$ cat src/iterative_linear_solver_macros.svh
// ----------------------------------------------------------------------------
// Assertion macros for the iterative linear solver
// Shared wrappers so assertions can be compiled out as a group.
// ----------------------------------------------------------------------------
`ifndef ITERATIVE_LINEAR_SOLVER_MACROS_SVH
`define ITERATIVE_LINEAR_SOLVER_MACROS_SVH

`ifndef ASSERT_OFF
// Checks that a property holds on every clock edge outside reset.
`define ILS_ASSERT(lbl, clock, reset, prop, msg) \
  lbl: assert property (@(posedge clock) disable iff (reset) prop) else $error(msg);
// Checks that a condition never occurs outside reset.
`define ILS_ASSERT_NEVER(lbl, clock, reset, cond, msg) \
  lbl: assert property (@(posedge clock) disable iff (reset) !(cond)) else $error(msg);
`else
`define ILS_ASSERT(lbl, clock, reset, prop, msg)
`define ILS_ASSERT_NEVER(lbl, clock, reset, cond, msg)
`endif

`endif

$ cat src/ils_ram.sv
// ----------------------------------------------------------------------------
// ils_ram
// Generic simple dual-port RAM with one write port and a registered read.
// ----------------------------------------------------------------------------
module ils_ram #(
  parameter int WIDTH = 32,
  parameter int DEPTH = 8
) (
  input  logic                     clk,
  input  logic                     we,
  input  logic [$clog2(DEPTH)-1:0] waddr,
  input  logic [WIDTH-1:0]         wdata,
  input  logic [$clog2(DEPTH)-1:0] raddr,
  output logic [WIDTH-1:0]         rdata
);

  logic [WIDTH-1:0] mem [DEPTH];

  // Write port and registered read port.
  always_ff @(posedge clk) begin
    if (we) begin
      mem[waddr] <= wdata;
    end
    rdata <= mem[raddr];
  end

endmodule

$ cat config.mk
export PLATFORM = sky130hd
export DESIGN_NAME = ils_ram
export DESIGN_NICKNAME = d
export VERILOG_FILES = /design/src/iterative_linear_solver_macros.svh /design/src/ils_ram.sv
export SDC_FILE = /design/constraint.sdc
export NUM_CORES = 1
export LEC_CHECK = 0
export ABC_AREA = 1
export ABC_CLOCK_PERIOD_IN_PS = 2120
export BUFFER_PORTS_ARGS = -buffer_cell sky130_fd_sc_hd__buf_2
export CORE_ASPECT_RATIO = 1.25
export CORE_UTILIZATION = 55
export DETAILED_ROUTE_END_ITERATION = 10
export GPL_TIMING_DRIVEN = 0
export PLACE_DENSITY = 0.76
export RECOVER_POWER = 25
export SLEW_MARGIN = 10
export SYNTH_ARGS = -nofsm -noshare
export SYNTH_HDL_FRONTEND = slang
export SYNTH_SLANG_ARGS = --single-unit
$ cat constraint.sdc
create_clock -name clk -period 2.12 [get_ports clk]
set_input_delay 0.106 -clock clk [delete_from_list [all_inputs] [get_ports clk]]
set_output_delay 0.106 -clock clk [all_outputs]
set_load 0.05 [all_outputs]
==> reports/qor.yml <==
status: "complete, no violations"
power-per-cell-area_nw_per_um2: 891
worst-slew-pin-transition_ns: 0.733
synth_edf_count: 256
antenna-diode-count: 0
cts.sinks: 288
core_area_um2: 21000
ioPinCount: 72
core.rowCount: 59
cts_buffers: 28
cts.path.max_buffers: 3
cts_setup_buffers: 0
setup_violations: 0
initial_utilization_pct: 56.6
synth_nets: 1196
gp_congestion: 0.744
tritoncts_clock_tree: "yes"
crit_required_ns: 2.01
warnings_synthesis: 0
totalWireLength_um: 26800
period_needed_ns: 1.24
fraction_of_registers_with_async_set_or_reset_after_synthesis_pct: 0
postSynthCellCount: 1156
cts-htree-levels: 1
yosysSeqAreaShare_pct: 70.1
place.port_buffers: 70
final_antenna_violating_net_count: 0
grt_start_max_net_pins: 26
post_dp_cell_area_um2: 12800
critPathMaxFanout: 1
hold_violations: 0
netlist_area_um2: 11900
worst_ep_arrival_time_ns: 1.14
fmax_mhz: 805
final_net_count: 1336
critical_path_class: "reg -> out"
via_count_of_the_first_global_routing_pass: 8262
num-fill-cells: 1520
fin_crit_sh_pct: 58.6
global_route_wire_length_before_repair_um: 41900
skew_ns: 0.00725
synth.top_cells.by_area: "sky130_fd_sc_hd__edfxtp_1, sky130_fd_sc_hd__nand2_1, sky130_fd_sc_hd__inv_1"
static-leakage-power_nw: 6.45
drt_pass1_iterations: 6
crit_slowest_cell: "sky130_fd_sc_hd__dfxtp_1"
synthMostInstantiatedCell: "sky130_fd_sc_hd__nand2_1"
synth_top_area_cell: "sky130_fd_sc_hd__edfxtp_1"
wl_per_cell_um: 16.8
cpPeakStageDelay_ns: 0.34
critPathTopFamily: "flip-flops"
drive_above_1_share_pct: 11.0
synth.top_cells.by_count: "sky130_fd_sc_hd__nand2_1, sky130_fd_sc_hd__inv_1, sky130_fd_sc_hd__edfxtp_1, sky130_fd_sc_hd__nand3_1, sky130_fd_sc_hd__dfxtp_1"
unrepaired_setup_endpoints_after_global_routing: "false"
max_slew_vio_count: 0
synth_cell_types: 12
syn_area_per_cell_um2: 10.3
routed_via_count_divided_by_cell_count: 5.11
gr-total-overflow: 0
drtIter0Drc: 705
area_delta_synth_final_pct: 17.9
power.ir.vdd_worst_mv: 0.729
post-dp-hpwl_um: 16500
worstSetupStartpointType: "flop"
clock_tree.root_cell: "sky130_fd_sc_hd__clkbuf_16"
ys_ff_latch: 288
grt_usage_pct: 24.6
grt_antenna_before_repair: 0
critical_path.n_buffers_inverters: 1
setup_total_negative_slack_ns: 0
critical_path_cell_sequence: "buf_2"
postSynth.topFlopCell: "sky130_fd_sc_hd__edfxtp_1"
stdcell_area_um2: 14000
timing.max_cap.violations: 0
hp-class: "in -> reg"
timing.critical_path.to_type: "output port"
clk_latency_ns: 0.53
synth_largest_type_area_fraction_pct: 64.7
die_area_um2: 22200
detail_route.drc_violations: 0
die_h_um: 166
max_slew_margin_pct: 51.0
num_vias: 8130
die_w_um: 133
clk_pin_slew_ns: 0.06
-- metal layers --
| layer | up-vias | routed length, um | track usage (%) |
|---|---|---|---|
| met1 | 3839 | 10000 | 30.1 |
| met2 | 368 | 13700 | 43.7 |
| met5 | - | 0 | 0 |
| met4 | 0 | 793 | 9.68 |
| met3 | 62 | 2220 | 3.69 |
| li1 | 3861 | - | - |
-- cell families after synthesis --
family        share of synthesized area, %
buf+inv                               10.9
flops                                 70.1
simple gates                          19.0
-- report_power, final --
part	internal, W	switching, W
Sequential	0.00641	0.0000513
Combinational	0.000314	0.000805
Clock	0.00287	0.00202
Total	0.00959	0.00288
-- path summary, 6_finish.rpt --
check / startpoint / end / slack (ns) / cells after the start
worst min register to register: mem[0][23] / rdata[23] / 0.63 / 6
worst max register to register: mem[3][8] / rdata[8] / 1.18 / 6
worst max-delay path: rdata[12] / rdata[12] / 0.88 / 1
worst min-delay path: raddr[2] / rdata[0] / 0.05 / 3
-- layout by cell type, fill, tap and decap left out --
| cell type | netlist | routed |
|---|---|---|
| sky130_fd_sc_hd__edfxtp_1 | 256 | 256 |
| sky130_fd_sc_hd__clkbuf_16 | 0 | 29 |
| sky130_fd_sc_hd__clkinvlp_4 | 0 | 1 |
| sky130_fd_sc_hd__buf_12 | 0 | 7 |
| sky130_fd_sc_hd__nor2_4 | 0 | 8 |
| sky130_fd_sc_hd__clkinv_1 | 0 | 4 |
| sky130_fd_sc_hd__nand2_1 | 422 | 422 |
| sky130_fd_sc_hd__inv_1 | 260 | 260 |
| sky130_fd_sc_hd__clkbuf_8 | 0 | 4 |
| sky130_fd_sc_hd__buf_2 | 20 | 70 |
| sky130_fd_sc_hd__buf_16 | 0 | 1 |
| sky130_fd_sc_hd__dfxtp_1 | 32 | 32 |
| sky130_fd_sc_hd__buf_6 | 11 | 11 |
| sky130_fd_sc_hd__dlygate4sd3_1 | 0 | 32 |
| sky130_fd_sc_hd__buf_4 | 5 | 5 |
| sky130_fd_sc_hd__clkbuf_1 | 7 | 33 |
| sky130_fd_sc_hd__nand3_1 | 128 | 128 |
| sky130_fd_sc_hd__bufinv_16 | 0 | 2 |
| sky130_fd_sc_hd__clkinv_2 | 0 | 5 |
| sky130_fd_sc_hd__buf_1 | 5 | 5 |
| sky130_fd_sc_hd__inv_2 | 2 | 2 |
-- final cells by class --
cell class                 count  area, um2  area share [%]
timing repair buffer         110        813            5.81
clock inverter                12        108           0.769
tap                          274        343            2.45
buffer                        48        307            2.19
multi-input combinational    558       2310            16.5
clock buffer                  39        803            5.74
inverter                     262        983            7.02
sequential                   288       8330            59.5
-- state kept, by name (all words and copies together), names as in the netlist --
name	flops
mem	256
rdata	32
-- repair_timing --
action | 4_1_cts | 5_1_grt
hold buffers | 32 | 0
gates resized for setup | 0 | 0
hold endpoints to repair | 256 | 0
-- worst reg2reg max path, stage by stage (launching register included) --
cell	delay, ns
sky130_fd_sc_hd__edfxtp_1	0.37
sky130_fd_sc_hd__inv_1	0.08
sky130_fd_sc_hd__nand2_1	0.06
sky130_fd_sc_hd__nand3_1	0.09
sky130_fd_sc_hd__nand2_1	0.05
sky130_fd_sc_hd__nand2_1	0.07
sky130_fd_sc_hd__nand2_1	0.09
-- per-stage QoR --
step           utilization (%)  hold slack [ns]  setup slack [ns]  cells  power, W
5_1_grt                   66.8           0.0664             0.853   1591    0.0129
2_1_floorplan                -            0.205            0.0967   1156   0.00726
3_3_place_gp              59.9            0.369             -1.36   1500   0.00758
4_1_cts                   66.9           0.0232             0.863   1591    0.0125
6_report                  66.8           0.0521             0.878   1591    0.0125
3_5_place_dp              61.0            0.374             0.371   1508   0.00765
Note: power is estimated with default switching activity, not from simulation.
