===== config.mk =====
export PLATFORM = sky130hd
export DESIGN_NAME = ils_div
export DESIGN_NICKNAME = d
export VERILOG_FILES = /design/src/iterative_linear_solver_macros.svh /design/src/ils_pkg.sv /design/src/ils_div.sv
export SDC_FILE = /design/constraint.sdc
export NUM_CORES = 1
export LEC_CHECK = 0
export ABC_AREA = 1
export BUFFER_PORTS_ARGS = -buffer_cell sky130_fd_sc_hd__buf_2
export CORE_ASPECT_RATIO = 1.1
export CORE_MARGIN = 1.5
export CORE_UTILIZATION = 58
export CTS_CLUSTER_SIZE = 24
export DETAILED_ROUTE_END_ITERATION = 10
export GPL_ROUTABILITY_DRIVEN = 0
export PLACE_DENSITY = 0.78
export SLEW_MARGIN = 20
export SYNTH_ARGS = -nofsm -noshare
export SYNTH_HDL_FRONTEND = slang
export SYNTH_SLANG_ARGS = --single-unit

===== constraint.sdc =====
create_clock -name clk -period 10.95 [get_ports clk]
set_input_delay 1.095 -clock clk [delete_from_list [all_inputs] [get_ports clk]]
set_output_delay 1.095 -clock clk [all_outputs]
set_load 0.1 [all_outputs]

===== src/iterative_linear_solver_macros.svh =====
// ----------------------------------------------------------------------------
// Assertion macros for the iterative linear solver
// Shared wrappers so assertions can be compiled out as a group.
// ----------------------------------------------------------------------------
`ifndef ITERATIVE_LINEAR_SOLVER_MACROS_SVH
`define ITERATIVE_LINEAR_SOLVER_MACROS_SVH

`ifndef ASSERT_OFF
// Checks that a property holds on every clock edge outside reset.
`define ILS_ASSERT(lbl, clock, reset, prop, msg) \
  lbl: assert property (@(posedge clock) disable iff (reset) prop) else $error(msg);
// Checks that a condition never occurs outside reset.
`define ILS_ASSERT_NEVER(lbl, clock, reset, cond, msg) \
  lbl: assert property (@(posedge clock) disable iff (reset) !(cond)) else $error(msg);
`else
`define ILS_ASSERT(lbl, clock, reset, prop, msg)
`define ILS_ASSERT_NEVER(lbl, clock, reset, cond, msg)
`endif

`endif


===== src/ils_pkg.sv =====
// ----------------------------------------------------------------------------
// ils_pkg
// Shared constants and codes of the iterative linear solver.
// ----------------------------------------------------------------------------
package ils_pkg;

  // Default build sizes.
  localparam int MAX_UNKNOWNS_DEF = 8;
  localparam int FRAC_BITS_DEF    = 24;

  // Fixed field widths.
  localparam int DATA_W = 32;

  // Operation codes of an input transaction.
  localparam logic [1:0] OP_LOAD_COEF = 2'd0;
  localparam logic [1:0] OP_LOAD_RHS  = 2'd1;
  localparam logic [1:0] OP_SOLVE     = 2'd2;

  // Result status codes.
  localparam logic [1:0] ST_CONVERGED = 2'd0;
  localparam logic [1:0] ST_LIMIT     = 2'd1;
  localparam logic [1:0] ST_ZERO_DIAG = 2'd2;

  // Configuration register indexes.
  localparam logic [1:0] REG_SIZE      = 2'd0;
  localparam logic [1:0] REG_METHOD    = 2'd1;
  localparam logic [1:0] REG_TOLERANCE = 2'd2;
  localparam logic [1:0] REG_LIMIT     = 2'd3;

  // Configuration reset values.
  localparam logic [3:0]  SIZE_RST   = 4'd4;
  localparam logic [30:0] TOL_RST    = 31'd84;
  localparam logic [15:0] LIMIT_RST  = 16'd1000;

endpackage


===== src/ils_div.sv =====
// ----------------------------------------------------------------------------
// ils_div
// Radix-2 restoring divider: saturated fixed-point quotient num / den (zero for
// a zero den), truncated toward zero, one quotient bit per cycle.
// ----------------------------------------------------------------------------
module ils_div import ils_pkg::*; #(
  parameter int NUM_W     = 46,
  parameter int FRAC_BITS = FRAC_BITS_DEF
) (
  input  logic                     clk,
  input  logic                     rst,
  input  logic                     start,
  input  logic signed [NUM_W-1:0]  num,
  input  logic signed [DATA_W-1:0] den,
  output logic                     done,
  output logic [DATA_W-1:0]        quot
);

  localparam int WIDE_W = NUM_W + FRAC_BITS;
  localparam int CNT_W  = $clog2(DATA_W + 1);

  localparam logic [1:0] D_IDLE  = 2'd0;
  localparam logic [1:0] D_CHECK = 2'd1;
  localparam logic [1:0] D_STEP  = 2'd2;
  localparam logic [1:0] D_FIN   = 2'd3;

  logic [1:0]          state;
  logic [NUM_W-1:0]    nm;
  logic [DATA_W-1:0]   dm;
  logic                neg;
  logic [DATA_W-1:0]   rem;
  logic [DATA_W-1:0]   low;
  logic [DATA_W-1:0]   q;
  logic [CNT_W-1:0]    cnt;
  logic [WIDE_W-1:0]   wide;
  logic [DATA_W:0]     trial;
  logic [DATA_W-1:0]   lim;
  logic [DATA_W-1:0]   qc;

  // Scaled dividend and one restoring step.
  assign wide  = {nm, {FRAC_BITS{1'b0}}};
  assign trial = {rem, low[DATA_W-1]};
  assign lim   = neg ? {1'b1, {(DATA_W-1){1'b0}}} : {1'b0, {(DATA_W-1){1'b1}}};
  assign qc    = (q > lim) ? lim : q;

  always_ff @(posedge clk) begin
    if (rst) begin
      state <= D_IDLE;
      done  <= 1'b0;
    end else begin
      // The quotient is presented in the cycle after the final state.
      done <= (state == D_FIN);
      unique case (state)
        D_IDLE: begin
          if (start) begin
            nm    <= num[NUM_W-1] ? NUM_W'(-num) : NUM_W'(num);
            dm    <= den[DATA_W-1] ? DATA_W'(-den) : DATA_W'(den);
            neg   <= num[NUM_W-1] ^ den[DATA_W-1];
            state <= D_CHECK;
          end
        end
        D_CHECK: begin
          // A quotient of 33 bits or more saturates at once.
          if (dm == '0) begin
            q     <= '0;
            neg   <= 1'b0;
            state <= D_FIN;
          end else if (wide[WIDE_W-1:DATA_W] >= (WIDE_W-DATA_W)'(dm)) begin
            q     <= '1;
            state <= D_FIN;
          end else begin
            rem   <= wide[DATA_W +: DATA_W];
            low   <= wide[DATA_W-1:0];
            q     <= '0;
            cnt   <= CNT_W'(DATA_W);
            state <= D_STEP;
          end
        end
        D_STEP: begin
          if (trial >= {1'b0, dm}) begin
            rem <= DATA_W'(trial - {1'b0, dm});
            q   <= {q[DATA_W-2:0], 1'b1};
          end else begin
            rem <= trial[DATA_W-1:0];
            q   <= {q[DATA_W-2:0], 1'b0};
          end
          low <= {low[DATA_W-2:0], 1'b0};
          cnt <= cnt - 1'b1;
          if (cnt == CNT_W'(1)) begin
            state <= D_FIN;
          end
        end
        D_FIN: begin
          quot  <= neg ? DATA_W'(-qc) : qc;
          state <= D_IDLE;
        end
        default: state <= D_IDLE;
      endcase
    end
  end

endmodule


==> impl_metrics.csv <==
group,metric,value,unit
clock_network,htree_levels,4,
layout,drive_above_1_share,12.5,%
logic_synthesis,ys_ff_latch,192,
clock_network,clockRootBuffer,"clkbuf_16",
logic_synthesis,synth_enable_flop_cells,189,
setup_path,path_max_fanout,65,
timing,maxSlewViolCount,0,
setup_path,critPathTopFamily,"simple AND/OR/NAND/NOR gates",
placed_design,dp.cells,2108,
clock_network,hold_buffers,0,
clock_network,clock_sinks,192,
placed_design,port_buffers,113,
logic_synthesis,syn_avg_cell_area,8.11,µm²
logic_synthesis,async_flop_share,0,%
route,routed-via-count,11800,
logic_synthesis,ys_types,54,
route,drt-total-wl,32500,µm
global_routing,grt_start_max_net_pins,79,
timing,grt_setup_unrepaired,"false",
timing,fin_crit_sh,45.1,%
timing,slew_headroom,32.8,%
setup_path,worstSetupStartpointType,"flip-flop",
setup_path,crit_path_top_delay_cell,"nand3_2",
logic_synthesis,netlist_instances,1726,
route,route.antenna.remaining_nets,0,
route,drtIter0Drc,744,
setup_path,crit_buf_inv,4,
global_routing,grtUsageTotal,26.8,%
outcome,status,"completed",
layout,fin_cells,2140,
setup_path,slowest_delay,0.59,ns
layout,antenna_cells,0,
logic_synthesis,yosys_warnings,0,
setup_path,worstPathCellList,"buf_4, inv_1, ha_1, a21oi_1, o21a_1, nand2_1, a21oi_1, nand2_2, nand3_2, inv_1, a21oi_1, ha_1, nand2_1, nor2_1, nand2_2, nor2_4, nand2_2, nand2_2, nand2_1, o21ai_1, inv_1",
die,coreArea,23700,µm²
setup_path,critPathKind,"reg2reg",
job,max-cap-violations,0,
placed_design,hpwl,25100,µm
clock_network,post-cts-setup-buffer-count,0,
setup_path,critPathCaptureType,"flip-flop",
global_routing,grt_pass1_vias,11500,
route,avgViaCountPerCell,5.53,
global_routing,grt-ovfl-total,0,
timing,hold_viol,0,
clock_network,cts_buffers,17,
clock_network,clock_latency,0.44,ns
route,first_pass_iters,6,
clock_network,cts_resized,0,
clock_network,clk_path_buf_depth,2,
setup_path,arrival,5.14,ns
timing,fin_skew,0.0167,ns
logic_synthesis,ys_seq_area_share,41.0,%
die,dieArea,25100,µm²
layout,multi_input_area,7350,µm²
die,fp.dieH,166,µm
power,powerDensity,214,nW/µm²
global_routing,grt_pass1_wl,54000,µm
power,p_leak,6.79,nW
die,row_count,59,
timing,tns,0,ns
power,ir_drop,0.000131,V
global_routing,antenna_found_initial,0,
timing,fmax,202,MHz
clock_network,clk_pin_slew,0.08,ns
route,drc,0,
layout,area.growth.synth_to_final,10.3,%
layout,fin_nets,2009,
clock_network,cts_tree,"done",
die,fp.dieW,151,µm
layout,final.fill_count,1934,
logic_synthesis,synth_ff_type,"edfxtp_1",
setup_path,critical_path_required,11.14,ns
min_path,hold_path.class,"reg2reg",
logic_synthesis,syn_area,14000,µm²
route,avgRoutedWirePerCell,15.2,µm
layout,ff_latch_area,5740,µm²
timing,worst_pin_slew,1.01,ns
setup_path,cp_common_cell,"nand2_2",
timing,layout_min_cycle_time,4.94,ns
die,start_util,59.0,%
logic_synthesis,syn_nets,1913,
die,io_pins,114,
timing,setup-violations-final,0,
## worst register-to-register path, delay by kind of cell (launching register included)
kind	cells	cell delay (ns)
and+or+nand+nor	10	1.58
buffers and inverters	4	1.38
AOI/OAI and AO/OA	5	0.80
adders and majority gates	2	0.61
DFF	1	0.32
## registers in the layout, indices dropped and copies added (netlist names)
signal / cells
cnt: 6
dm: 32
done: 1
low: 8
neg: 1
nm: 46
q: 32
quot: 32
rem: 32
state: 2
## layout make-up
type | instances | area share (%)
Timing Repair Buffer | 121 | 4.05
Sequential cell | 192 | 37.2
Clock buffer | 18 | 2.78
Inverter | 191 | 4.65
Multi-Input combinational cell | 1299 | 47.7
Tap cell | 305 | 2.47
Clock inverter | 14 | 1.22
## cells in the mapped netlist, drive strengths merged, types with 2 or more instances
cell type  number  share of area, %
nand3b         33               1.8
a21o            6              0.32
xor2           59               3.7
buf            19              0.97
a21oi          81               3.0
nor2          177               5.2
o21bai          3              0.16
nand4          22              0.98
a221oi          5              0.31
nand3          94               3.4
dfxtp           3              0.43
edfxtp        189                41
o21a            4              0.21
xnor2          40               2.5
a31oi          13              0.58
clkinv          3             0.080
ha            105               9.4
nand2         511                14
o31ai           5              0.27
nor4           20              0.94
o21ai          72               2.7
and3            2             0.089
inv           188               5.0
or2             6              0.27
a211oi          2              0.14
clkbuf         25              0.67
nor3           27               1.1
## path summary, 6_finish.rpt
path	startpoint	to	slack, ns	depth (start not counted)
hold reg to reg	nm[5]$_DFFE_PP_	low[29]$_DFFE_PP_	0.52	2
hold / removal	nm[5]$_DFFE_PP_	low[29]$_DFFE_PP_	0.52	2
setup / recovery	neg$_SDFFCE_PP0P_	quot[12]$_DFFE_PP_	6.01	21
setup reg to reg	neg$_SDFFCE_PP0P_	quot[12]$_DFFE_PP_	6.01	21
## through the flow
stage               area (µm²)  hold WS [ns]  power [mW]  util [%]  worst slack (ns)
floorplan                14000         0.487        2.32         -              5.53
global placement         14800         0.492        2.59      62.5              6.40
detailed placement       14800         0.496        2.64      62.5              6.11
CTS                      15400         0.524        3.29      65.1              6.10
global route             15400         0.538        3.55      65.1              5.54
finish                   15400         0.519        3.30      65.1              6.01
## cell families (layout without fill, tap and decap cells)
logic type	count (synthesis)	count (layout)	synth area share (%)
AND/OR/NAND/NOR	894	894	28.3
buffers and inverters	235	344	6.76
AO/OA/AOI/OAI	199	199	8.17
flip-flops	192	192	41.0
adder cells (fa/ha/maj)	106	106	9.53
XOR/XNOR	99	99	6.20
multiplexers	1	1	0.0805
## per-layer routing
metal | part of all wire [%] | vias up | wire [µm] | global-route usage [%]
li1 | - | 5969 | - | -
met2 | 49 | 409 | 16000 | 46.1
met3 | 5.4 | 71 | 1750 | 3.38
met1 | 41 | 5395 | 13400 | 33.4
met4 | 4.0 | 0 | 1300 | 11.8
met5 | 0 | - | 0 | 0
## cells in the final DEF (no fill, tap or decap), types with 33 or more instances in the layout
cell      instances
xnor2_1          40
a21oi_1          77
edfxtp_1        189
nand3b_1         33
inv_1           183
nor2_1          159
xor2_1           59
ha_1            104
o21ai_0          61
buf_2           113
nand2_1         485
nand3_1          92
## power breakdown
group / internal, mW / switching, mW
clock: 0.332 / 0.313
combinational: 0.488 / 1.06
sequential: 1.03 / 0.0738
total: 1.85 / 1.45
Power figures use the tool's default switching activity.
